<file path="src/hw/rtl/spi_link_burst_sequencer_assert.svh">
// ----------------------------------------------------------------------------
// spi link burst sequencer assertion macros
// shared property forms for the sequencer checks, clocked on clk, reset rst_n
// ----------------------------------------------------------------------------
`ifndef SPI_LINK_BURST_SEQUENCER_ASSERT_SVH
`define SPI_LINK_BURST_SEQUENCER_ASSERT_SVH

// same-cycle implication
`define SLBS_ASSERT_NOW(label, ante, cons, msg) \
    label: assert property (@(posedge clk) disable iff (!rst_n) (ante) |-> (cons)) \
        else $error(msg);

// next-cycle implication
`define SLBS_ASSERT_NEXT(label, ante, cons, msg) \
    label: assert property (@(posedge clk) disable iff (!rst_n) (ante) |=> (cons)) \
        else $error(msg);

`endif

</file>
<file path="src/hw/rtl/slbs_pkg.sv">
// ----------------------------------------------------------------------------
// slbs_pkg
// shared types, constants and helpers of the spi link burst sequencer
// ----------------------------------------------------------------------------
package slbs_pkg;

    // frame overheads and buffer limit
    localparam int CMD_BYTES    = 4;
    localparam int IND_BYTES    = 4;
    localparam int BUFFER_BYTES = 8192;

    // field widths
    localparam int WORD_W  = 16;
    localparam int DMA_W   = 17;
    localparam int ALIGN_W = 5;

    // remainder unit: digits of DIGIT_BITS bits over a padded dividend
    localparam int DIGIT_BITS = 6;
    localparam int DIV_STEPS  = (DMA_W + DIGIT_BITS - 1) / DIGIT_BITS;
    localparam int DIV_W      = DIV_STEPS * DIGIT_BITS;
    localparam int STEP_CNT_W = (DIV_STEPS > 1) ? $clog2(DIV_STEPS) : 1;

    // stream widths
    localparam int IN_TDATA_W   = 48;
    localparam int OUT_FIELDS_W = 2 * WORD_W + 2 * DMA_W + 2 * WORD_W;
    localparam int OUT_TDATA_W  = ((OUT_FIELDS_W + 7) / 8) * 8;
    localparam int OUT_PAD_W    = OUT_TDATA_W - OUT_FIELDS_W;
    localparam int OUT_TUSER_W  = 4;

    // configuration register indexes
    localparam int CFG_IDX_W = 3;
    localparam logic [CFG_IDX_W-1:0] CFG_FRAME_ALIGN     = 3'd0;
    localparam logic [CFG_IDX_W-1:0] CFG_WRITE_CODE      = 3'd1;
    localparam logic [CFG_IDX_W-1:0] CFG_READ_CODE       = 3'd2;
    localparam logic [CFG_IDX_W-1:0] CFG_END_CODE        = 3'd3;
    localparam logic [CFG_IDX_W-1:0] CFG_INDICATION_CODE = 3'd4;

    // configuration reset values
    localparam logic [ALIGN_W-1:0] FRAME_ALIGN_RST     = 5'd2;
    localparam logic [WORD_W-1:0]  WRITE_CODE_RST      = 16'd0;
    localparam logic [WORD_W-1:0]  READ_CODE_RST       = 16'd1;
    localparam logic [WORD_W-1:0]  END_CODE_RST        = 16'd2;
    localparam logic [WORD_W-1:0]  INDICATION_CODE_RST = 16'd4;

    // controller states
    typedef enum logic [2:0] {
        ST_IDLE = 3'b001,
        ST_DIV  = 3'b010,
        ST_FIN  = 3'b100
    } state_t;

    // controller to datapath
    typedef struct packed {
        logic start;
        logic step;
        logic load;
    } dp_cmd_t;

    // datapath to controller
    typedef struct packed {
        logic div_last;
    } dp_status_t;

    // one digit group of a restoring remainder, align in 1..31
    function automatic logic [ALIGN_W-1:0] rem_digits(
        input logic [ALIGN_W-1:0]    rem,
        input logic [DIGIT_BITS-1:0] bits,
        input logic [ALIGN_W-1:0]    align
    );
        logic [ALIGN_W:0]   r6;
        logic [ALIGN_W-1:0] r;
        r = rem;
        for (int i = DIGIT_BITS - 1; i >= 0; i--)
        begin
            r6 = {r, bits[i]};
            if (r6 >= {1'b0, align})
            begin
                r6 = r6 - {1'b0, align};
            end
            r = r6[ALIGN_W-1:0];
        end
        return r;
    endfunction

endpackage

</file>
<file path="src/hw/rtl/slbs_ctrl.sv">
// ----------------------------------------------------------------------------
// slbs_ctrl
// burst sequencing state machine and result handshake
// ----------------------------------------------------------------------------
module slbs_ctrl
(
    input  logic                  clk,
    input  logic                  rst_n,
    input  logic                  s_tvalid,
    output logic                  s_tready,
    output logic                  m_tvalid,
    input  logic                  m_tready,
    input  slbs_pkg::dp_status_t  status,
    output slbs_pkg::dp_cmd_t     cmd
);

    slbs_pkg::state_t state_reg;
    slbs_pkg::state_t state_next;
    logic             out_valid_reg;
    logic             out_valid_next;
    logic             out_free;

    assign out_free = !out_valid_reg || m_tready;
    assign s_tready = (state_reg == slbs_pkg::ST_IDLE);
    assign m_tvalid = out_valid_reg;

    always_comb
    begin
        state_next = state_reg;
        cmd        = '0;
        unique case (state_reg)
            slbs_pkg::ST_IDLE:
            begin
                if (s_tvalid)
                begin
                    cmd.start  = 1'b1;
                    state_next = slbs_pkg::ST_DIV;
                end
            end
            slbs_pkg::ST_DIV:
            begin
                cmd.step = 1'b1;
                if (status.div_last)
                begin
                    state_next = slbs_pkg::ST_FIN;
                end
            end
            slbs_pkg::ST_FIN:
            begin
                if (out_free)
                begin
                    cmd.load   = 1'b1;
                    state_next = slbs_pkg::ST_IDLE;
                end
            end
            default:
            begin
                state_next = slbs_pkg::ST_IDLE;
            end
        endcase
    end

    always_comb
    begin
        out_valid_next = out_valid_reg;
        if (cmd.load)
        begin
            out_valid_next = 1'b1;
        end
        else if (m_tready)
        begin
            out_valid_next = 1'b0;
        end
    end

    always_ff @(posedge clk or negedge rst_n)
    begin
        if (!rst_n)
        begin
            state_reg     <= slbs_pkg::ST_IDLE;
            out_valid_reg <= 1'b0;
        end
        else
        begin
            state_reg     <= state_next;
            out_valid_reg <= out_valid_next;
        end
    end

`include "spi_link_burst_sequencer_assert.svh"

    `SLBS_ASSERT_NOW(a_load_when_free, cmd.load, !out_valid_reg || m_tready, "result overwritten")
    `SLBS_ASSERT_NEXT(a_start_to_div, cmd.start, state_reg == slbs_pkg::ST_DIV, "start lost")
    `SLBS_ASSERT_NEXT(a_last_to_fin, cmd.step && status.div_last, state_reg == slbs_pkg::ST_FIN, "remainder not finished")
    `SLBS_ASSERT_NOW(a_cmd_exclusive, cmd.start, !cmd.step && !cmd.load, "commands overlap")

endmodule

</file>
<file path="src/hw/rtl/slbs_datapath.sv">
// ----------------------------------------------------------------------------
// slbs_datapath
// command choice, link state, configuration and dma length padding
// ----------------------------------------------------------------------------
module slbs_datapath
(
    input  logic                                    clk,
    input  logic                                    rst_n,
    input  logic [slbs_pkg::IN_TDATA_W-1:0]         s_tdata,
    input  logic                                    cfg_valid,
    input  logic [slbs_pkg::CFG_IDX_W-1:0]          cfg_index,
    input  logic [slbs_pkg::WORD_W-1:0]             cfg_data,
    input  slbs_pkg::dp_cmd_t                       cmd,
    output slbs_pkg::dp_status_t                    status,
    output logic [slbs_pkg::OUT_TDATA_W-1:0]        m_tdata,
    output logic [slbs_pkg::OUT_TUSER_W-1:0]        m_tuser,
    output logic                                    m_tlast
);

    localparam int W  = slbs_pkg::WORD_W;
    localparam int DW = slbs_pkg::DMA_W;
    localparam int AW = slbs_pkg::ALIGN_W;

    // configuration
    logic [AW-1:0] frame_align_reg;
    logic [W-1:0]  write_code_reg;
    logic [W-1:0]  read_code_reg;
    logic [W-1:0]  end_code_reg;
    logic [W-1:0]  indication_code_reg;

    // link state
    logic          closed_reg;
    logic          owed_reg;
    logic [W-1:0]  tx_committed_reg;
    logic [W-1:0]  rx_committed_reg;
    logic [W-1:0]  rx_announced_reg;

    // burst work registers
    logic [W-1:0]  cmd_word_reg;
    logic [W-1:0]  len_word_reg;
    logic [W-1:0]  tx_frame_reg;
    logic [W-1:0]  rx_frame_reg;
    logic [DW-1:0] tx_total_reg;
    logic [DW-1:0] rx_total_reg;
    logic [AW-1:0] align_reg;
    logic          first_reg;
    logic          eot_reg;
    logic          tx_err_reg;
    logic          ind_err_reg;
    logic          rx_err_reg;

    // remainder unit
    logic [slbs_pkg::DIV_W-1:0]      tx_shift_reg;
    logic [slbs_pkg::DIV_W-1:0]      rx_shift_reg;
    logic [AW-1:0]                   tx_rem_reg;
    logic [AW-1:0]                   rx_rem_reg;
    logic [slbs_pkg::STEP_CNT_W-1:0] step_cnt_reg;

    // result registers
    logic [W-1:0]  o_cmd_reg;
    logic [W-1:0]  o_len_reg;
    logic [DW-1:0] o_tx_dma_reg;
    logic [DW-1:0] o_rx_dma_reg;
    logic [W-1:0]  o_tx_frame_reg;
    logic [W-1:0]  o_rx_frame_reg;
    logic          o_first_reg;
    logic          o_eot_reg;
    logic          o_tx_err_reg;
    logic          o_ind_err_reg;
    logic          o_rx_err_reg;

    logic [W-1:0]  tx_next_len;
    logic [W-1:0]  slave_cmd;
    logic [W-1:0]  slave_len;
    logic          owed_eff;
    logic [W-1:0]  cmd_word_next;
    logic          eot_next;
    logic          owed_next;
    logic [DW-1:0] tx_total_next;
    logic [DW-1:0] rx_total_next;
    logic [AW-1:0] align_next;
    logic [AW-1:0] tx_pad;
    logic [AW-1:0] rx_pad;
    logic [DW-1:0] tx_dma_next;
    logic [DW-1:0] rx_dma_next;

    assign tx_next_len = s_tdata[W-1:0];
    assign slave_cmd   = s_tdata[2*W-1:W];
    assign slave_len   = s_tdata[3*W-1:2*W];

    // trailing command choice
    always_comb
    begin
        owed_eff = closed_reg || owed_reg;
        eot_next = 1'b0;
        if (tx_next_len != '0)
        begin
            cmd_word_next = write_code_reg;
            owed_next     = 1'b1;
        end
        else if ((rx_announced_reg != '0) || owed_eff)
        begin
            cmd_word_next = read_code_reg;
            owed_next     = 1'b0;
        end
        else
        begin
            cmd_word_next = end_code_reg;
            owed_next     = 1'b0;
            eot_next      = 1'b1;
        end
    end

    assign tx_total_next = {1'b0, tx_committed_reg} + DW'(slbs_pkg::CMD_BYTES);
    assign rx_total_next = {1'b0, rx_committed_reg} + DW'(slbs_pkg::IND_BYTES);
    assign align_next    = (frame_align_reg == '0) ? AW'(1) : frame_align_reg;

    // round up only when a frame is carried
    assign tx_pad = ((tx_frame_reg != '0) && (tx_rem_reg != '0)) ? (align_reg - tx_rem_reg) : '0;
    assign rx_pad = ((rx_frame_reg != '0) && (rx_rem_reg != '0)) ? (align_reg - rx_rem_reg) : '0;
    assign tx_dma_next = tx_total_reg + {{(DW-AW){1'b0}}, tx_pad};
    assign rx_dma_next = rx_total_reg + {{(DW-AW){1'b0}}, rx_pad};

    assign status.div_last = (step_cnt_reg == slbs_pkg::STEP_CNT_W'(slbs_pkg::DIV_STEPS - 1));

    // configuration and link state
    always_ff @(posedge clk or negedge rst_n)
    begin
        if (!rst_n)
        begin
            frame_align_reg     <= slbs_pkg::FRAME_ALIGN_RST;
            write_code_reg      <= slbs_pkg::WRITE_CODE_RST;
            read_code_reg       <= slbs_pkg::READ_CODE_RST;
            end_code_reg        <= slbs_pkg::END_CODE_RST;
            indication_code_reg <= slbs_pkg::INDICATION_CODE_RST;
            closed_reg          <= 1'b1;
            owed_reg            <= 1'b1;
            tx_committed_reg    <= '0;
            rx_committed_reg    <= '0;
            rx_announced_reg    <= '0;
            step_cnt_reg        <= '0;
        end
        else
        begin
            if (cfg_valid)
            begin
                unique case (cfg_index)
                    slbs_pkg::CFG_FRAME_ALIGN:     frame_align_reg     <= cfg_data[AW-1:0];
                    slbs_pkg::CFG_WRITE_CODE:      write_code_reg      <= cfg_data;
                    slbs_pkg::CFG_READ_CODE:       read_code_reg       <= cfg_data;
                    slbs_pkg::CFG_END_CODE:        end_code_reg        <= cfg_data;
                    slbs_pkg::CFG_INDICATION_CODE: indication_code_reg <= cfg_data;
                    default:
                    begin
                    end
                endcase
            end
            if (cmd.start)
            begin
                closed_reg       <= eot_next;
                owed_reg         <= owed_next;
                rx_announced_reg <= slave_len;
                tx_committed_reg <= eot_next ? '0 : tx_next_len;
                rx_committed_reg <= eot_next ? '0 : slave_len;
                step_cnt_reg     <= '0;
            end
            else if (cmd.step)
            begin
                step_cnt_reg <= step_cnt_reg + slbs_pkg::STEP_CNT_W'(1);
            end
        end
    end

    // burst work and remainder digits
    always_ff @(posedge clk)
    begin
        if (cmd.start)
        begin
            cmd_word_reg <= cmd_word_next;
            len_word_reg <= tx_next_len;
            tx_frame_reg <= tx_committed_reg;
            rx_frame_reg <= rx_committed_reg;
            tx_total_reg <= tx_total_next;
            rx_total_reg <= rx_total_next;
            align_reg    <= align_next;
            first_reg    <= closed_reg;
            eot_reg      <= eot_next;
            tx_err_reg   <= (tx_next_len > W'(slbs_pkg::BUFFER_BYTES));
            ind_err_reg  <= (slave_cmd != indication_code_reg);
            rx_err_reg   <= (rx_committed_reg > W'(slbs_pkg::BUFFER_BYTES));
            tx_shift_reg <= slbs_pkg::DIV_W'(tx_total_next);
            rx_shift_reg <= slbs_pkg::DIV_W'(rx_total_next);
            tx_rem_reg   <= '0;
            rx_rem_reg   <= '0;
        end
        else if (cmd.step)
        begin
            tx_rem_reg <= slbs_pkg::rem_digits(tx_rem_reg,
                tx_shift_reg[slbs_pkg::DIV_W-1 -: slbs_pkg::DIGIT_BITS], align_reg);
            rx_rem_reg <= slbs_pkg::rem_digits(rx_rem_reg,
                rx_shift_reg[slbs_pkg::DIV_W-1 -: slbs_pkg::DIGIT_BITS], align_reg);
            tx_shift_reg <= tx_shift_reg << slbs_pkg::DIGIT_BITS;
            rx_shift_reg <= rx_shift_reg << slbs_pkg::DIGIT_BITS;
        end
    end

    // result register
    always_ff @(posedge clk)
    begin
        if (cmd.load)
        begin
            o_cmd_reg      <= cmd_word_reg;
            o_len_reg      <= len_word_reg;
            o_tx_dma_reg   <= tx_dma_next;
            o_rx_dma_reg   <= rx_dma_next;
            o_tx_frame_reg <= tx_frame_reg;
            o_rx_frame_reg <= rx_frame_reg;
            o_first_reg    <= first_reg;
            o_eot_reg      <= eot_reg;
            o_tx_err_reg   <= tx_err_reg;
            o_ind_err_reg  <= ind_err_reg;
            o_rx_err_reg   <= rx_err_reg;
        end
    end

    assign m_tdata = {{slbs_pkg::OUT_PAD_W{1'b0}}, o_rx_frame_reg, o_tx_frame_reg,
                      o_rx_dma_reg, o_tx_dma_reg, o_len_reg, o_cmd_reg};
    assign m_tuser = {o_rx_err_reg, o_ind_err_reg, o_tx_err_reg, o_first_reg};
    assign m_tlast = o_eot_reg;

endmodule

</file>
<file path="src/hw/rtl/spi_link_burst_sequencer.sv">
// ----------------------------------------------------------------------------
// spi_link_burst_sequencer
// master-side burst sequencer of a framed serial link
// ----------------------------------------------------------------------------
// s_* : one beat per burst: next transmit length, slave indication word and
//       the receive length the slave announced in that burst
// m_* : one beat per burst: command word, length word, both dma lengths and
//       the committed frame lengths carried; flags in tuser, tlast on end
// cfg_* : register writes, always accepted; write only with no burst in flight
// timing: the command is chosen as the beat is taken, the alignment
//   remainders are worked out six bits a cycle, then the last state pads and
//   loads the result into the output register, which offers the result beat;
//   the next beat is taken the cycle after the load and never before it
// reset: link closed with a read owed, lengths zero, registers at defaults
// stalls: a finished result waits in the output register; one new beat is
//   still taken and worked on, and only its load waits for m_tready
// ----------------------------------------------------------------------------
module spi_link_burst_sequencer
(
    input  logic                                 clk,
    input  logic                                 rst_n,
    // tx_next_len[15:0], slave_cmd[31:16], slave_len[47:32]
    input  logic [slbs_pkg::IN_TDATA_W-1:0]      s_tdata,
    input  logic                                 s_tvalid,
    output logic                                 s_tready,
    // command_word[15:0], length_word[31:16], tx_dma_bytes[48:32],
    // rx_dma_bytes[65:49], tx_frame_len[81:66], rx_frame_len[97:82], zero above
    output logic [slbs_pkg::OUT_TDATA_W-1:0]     m_tdata,
    // first_burst[0], tx_len_error[1], indication_error[2], rx_len_error[3]
    output logic [slbs_pkg::OUT_TUSER_W-1:0]     m_tuser,
    // end_of_transfer
    output logic                                 m_tlast,
    output logic                                 m_tvalid,
    input  logic                                 m_tready,
    // register write channel
    input  logic                                 cfg_valid,
    output logic                                 cfg_ready,
    input  logic [slbs_pkg::CFG_IDX_W-1:0]       cfg_index,
    input  logic [slbs_pkg::WORD_W-1:0]          cfg_data
);

    slbs_pkg::dp_cmd_t    dp_cmd;
    slbs_pkg::dp_status_t dp_status;

    // registers take a write in any cycle
    assign cfg_ready = 1'b1;

    slbs_ctrl u_ctrl
    (
        .clk      (clk),
        .rst_n    (rst_n),
        .s_tvalid (s_tvalid),
        .s_tready (s_tready),
        .m_tvalid (m_tvalid),
        .m_tready (m_tready),
        .status   (dp_status),
        .cmd      (dp_cmd)
    );

    slbs_datapath u_datapath
    (
        .clk       (clk),
        .rst_n     (rst_n),
        .s_tdata   (s_tdata),
        .cfg_valid (cfg_valid),
        .cfg_index (cfg_index),
        .cfg_data  (cfg_data),
        .cmd       (dp_cmd),
        .status    (dp_status),
        .m_tdata   (m_tdata),
        .m_tuser   (m_tuser),
        .m_tlast   (m_tlast)
    );

endmodule

</file>
<file path="config.mk">
export PLATFORM = sky130hd
export DESIGN_NAME = spi_link_burst_sequencer
export DESIGN_NICKNAME = d
export VERILOG_FILES = /design/src/hw/rtl/slbs_pkg.sv /design/src/hw/rtl/slbs_ctrl.sv /design/src/hw/rtl/slbs_datapath.sv /design/src/hw/rtl/spi_link_burst_sequencer.sv
export VERILOG_INCLUDE_DIRS = /design/src /design/src/hw/rtl
export SDC_FILE = /design/constraint.sdc
export NUM_CORES = 1
export LEC_CHECK = 0
export ABC_CLOCK_PERIOD_IN_PS = 17100
export BUFFER_PORTS_ARGS = -buffer_cell sky130_fd_sc_hd__buf_2
export CAP_MARGIN = 30
export CORE_MARGIN = 1.5
export CORE_UTILIZATION = 35
export CTS_BUF_LIST = sky130_fd_sc_hd__clkbuf_2
export DETAILED_ROUTE_END_ITERATION = 16
export SLEW_MARGIN = 20
export SYNTH_ARGS = -nofsm -noshare
export SYNTH_HDL_FRONTEND = slang
export SYNTH_SLANG_ARGS = --single-unit
</file>
<file path="constraint.sdc">
create_clock -name clk -period 17.1 [get_ports clk]
set_input_delay 1.71 -clock clk [delete_from_list [all_inputs] [get_ports clk]]
set_output_delay 1.71 -clock clk [all_outputs]
set_load 0.05 [all_outputs]
</file>
==> metrics.md <==
| Metric | Value |
|---|---|
| Initial antenna violation count | `3` |
| # IOs | `184` |
| Top_reg_cell synth | `edfxtp_1` |
| F_max | `85.4 MHz` |
| Final setup fails | `0` |
| Register area share after synthesis | `58.8%` |
| CP Buf/Inv Count | `4` |
| Routed vias/inst | `4.85` |
| Post-synthesis adder-cell area fraction | `7.45%` |
| TNS Setup | `0 ps` |
| Slew Viols, Final | `0` |
| Largest area contributor in the netlist | `edfxtp_1` |
| Die span in y | `230 um` |
| Yosys Warn Count | `0` |
| DR pass1 iterations | `4` |
| # port buffers | `176` |
| CP arrival | `12670 ps` |
| Reg-to-reg slack, setup | `5390 ps` |
| CP max-delay cell | `fa_1` |
| Slew HR | `35.6%` |
| Row count | `83` |
| Layout cell share with drive strength beyond 1 | `26.6%` |
| Worst r2r dst | `u_datapath.rx_rem_reg[3]` |
| Worst setup EP type | `flop` |
| Syn Area/Cell | `12.4 um^2` |
| Worst-margin pin slew | `967 ps` |
| Die width | `230 um` |
| Htree depth | `3` |
| Most instantiated cells after synthesis | `edfxtp_1, nand2_1, dfrtp_1` |
| First-pass GRT wire length | `66.2 mm` |
| Number of global-route vias before repair | `12300` |
| Status | `complete, no violations` |
| # nets final | `1870` |
| Dpl hpwl | `29.8 mm` |
| Max-cap violation count | `0` |
| Initial DRC Count | `603` |
| Fin crit period | `11710 ps` |
| Area of the mapped netlist | `18100 um^2` |
| Delay-heaviest family, CP | `compound AO/OA/AOI/OAI gates` |
| CP startpoint kind | `flop` |
| Period utilization | `68.5%` |
| Number of synthesized flops with an enable pin | `241` |
| Area Growth Syn to Fin | `14.7%` |
| Synth top area share | `40.1%` |
| Clock skew | `111 ps` |
| CP Depth | `48` |
| Register bit total from synthesis | `378` |
| Post-synth ARST share | `33.1%` |
| CP Launch Point | `u_datapath.align_reg[1]` |
| Worst Path Max Fanout | `16` |
| RSZ-0062 raised after global routing | `no` |
| Drt total wl | `42.3 mm` |
| Skew-Pair Late Insertion Delay | `1110 ps` |
| CTS clk-pin slew, worst paths | `100 ps` |
| Total CTS buffers | `99` |
| WS Path Type | `reg -> reg` |
| Top area cells in the synthesized netlist | `edfxtp_1, dfrtp_1, ha_1, mux2_2, nand2_1` |
| Most common cell in the netlist | `edfxtp_1` |
| Synth unique cells | `77` |
| Routability cong. | `0.849` |
| CP max stage delay | `600 ps` |
| Starting Density | `35.3%` |
| Multiplexer share of the synthesized area | `7.51%` |
| Fillers | `4872` |
| Setup Buffers After CTS | `0` |
| Residual DRC | `0` |
| Final hold violation count | `0` |
| Synth Area in Compound Gates | `6.94%` |
| Final core occ | `40.5%` |
| Die area | `53000 um^2` |
| CP required | `18050 ps` |
| Clock sink count | `378` |
| Reg2Reg Depth | `48` |
| Tot GR Track Use | `15.9%` |
| Via count | `12000` |
| Reg2Reg Launch Point | `u_datapath.align_reg[1]` |
| CTS tree | `yes` |
| Grt ovf | `0` |
| Largest net degree at the start of global routing | `97` |
| Cells after Synth | `1452` |
| Area share of and/or/nand/nor cells after synthesis | `11.0%` |
| Synth Area in XOR/XNOR | `5.43%` |
| CTS Hold Buffers Added | `0` |
| Critical Path Sink | `u_datapath.rx_rem_reg[3]` |
| CORE AREA | `51200 um^2` |
| Root buf cell | `clkbuf_2` |
| Main combinational cell family by area after synthesis | `simple AND/OR/NAND/NOR gates` |
| Post_cts resized | `0` |
| HP Class | `reg -> reg` |
| Drt wl/cell | `17.1 um` |
| Antenna Nets Post-Route | `0` |
| CTS max path bufs | `3` |
## metal layers
| layer | share of wire (%) | up-vias | global-route usage, % | routed length, um |
|---|---|---|---|---|
| met5 | 0.054 | - | 0 | 23 |
| met4 | 2.0 | 4 | 5.92 | 832 |
| met3 | 6.2 | 73 | 4.37 | 2630 |
| met2 | 47 | 299 | 25.4 | 19700 |
| met1 | 45 | 5834 | 20.7 | 19100 |
| li1 | - | 5754 | - | - |
## layout make-up
class                   count  area, um^2  share of cell area, %
repair buffers            189        1020                   4.91
well taps                 680         851                   4.10
multi-input cells         956        6990                   33.7
clock inverters            36         196                  0.948
diodes                      2        5.00                 0.0241
clock buffers             152         761                   3.67
flip-flops and latches    378       10600                   51.2
inverters                  76         290                   1.40
## cell families (layout without fill, tap and decap cells)
group / count (synthesis) / after routing
buffers and inverters: 123 / 453
AO/OA/AOI/OAI: 192 / 192
AND/OR/NAND/NOR: 424 / 424
XOR/XNOR: 112 / 112
multiplexers: 123 / 123
flip-flops: 378 / 378
adder cells (fa/ha/maj): 98 / 98
other: 2 / 9
## worst min-delay path by stage
stage,startpoint,endpoint,cells past startpoint
2_1_floorplan,u_datapath.eot_reg,u_datapath.m_tlast,0
3_3_place_gp,u_datapath.cmd_word_reg[14],u_datapath.o_cmd_reg[14],0
3_5_place_dp,u_datapath.len_word_reg[8],u_datapath.o_len_reg[8],0
4_1_cts,u_datapath.len_word_reg[3],u_datapath.o_len_reg[3],0
5_1_grt,u_datapath.len_word_reg[1],u_datapath.o_len_reg[1],0
6_report,u_datapath.len_word_reg[3],u_datapath.o_len_reg[3],0
## through the flow
| stage | instances | hold slack, ps | cell area, um^2 | worst slack (ps) |
|---|---|---|---|---|
| CTS | 2465 | 373 | 20700 | 5480 |
| global placement | 2276 | 401 | 19700 | 5750 |
| detailed placement | 2277 | 405 | 19700 | 5500 |
| global route | 2469 | 382 | 20700 | 4740 |
| finish | 2469 | 381 | 20700 | 5390 |
| floorplan | 1457 | 400 | 18100 | 6420 |
## layout by cell type (no fill, tap or decap), drive strengths merged, types with 16 or more instances in the layout
cell | netlist | layout
dfrtp | 118 | 118
mux2i | 37 | 37
nor2 | 57 | 57
a21oi | 60 | 60
nand2 | 219 | 219
a21o | 27 | 27
clkbuf | 31 | 152
and3 | 21 | 21
mux2 | 86 | 86
nor4 | 21 | 21
buf | 16 | 189
edfxtp | 241 | 241
fa | 16 | 16
xnor2 | 66 | 66
ha | 82 | 82
clkinv | 0 | 34
xor2 | 46 | 46
inv | 76 | 77
nand3 | 36 | 36
o21ai | 44 | 44
Power is left out: the tool's default activity adds up to more than one toggle a clock period on the data nets, which glitch-free logic cannot reach.
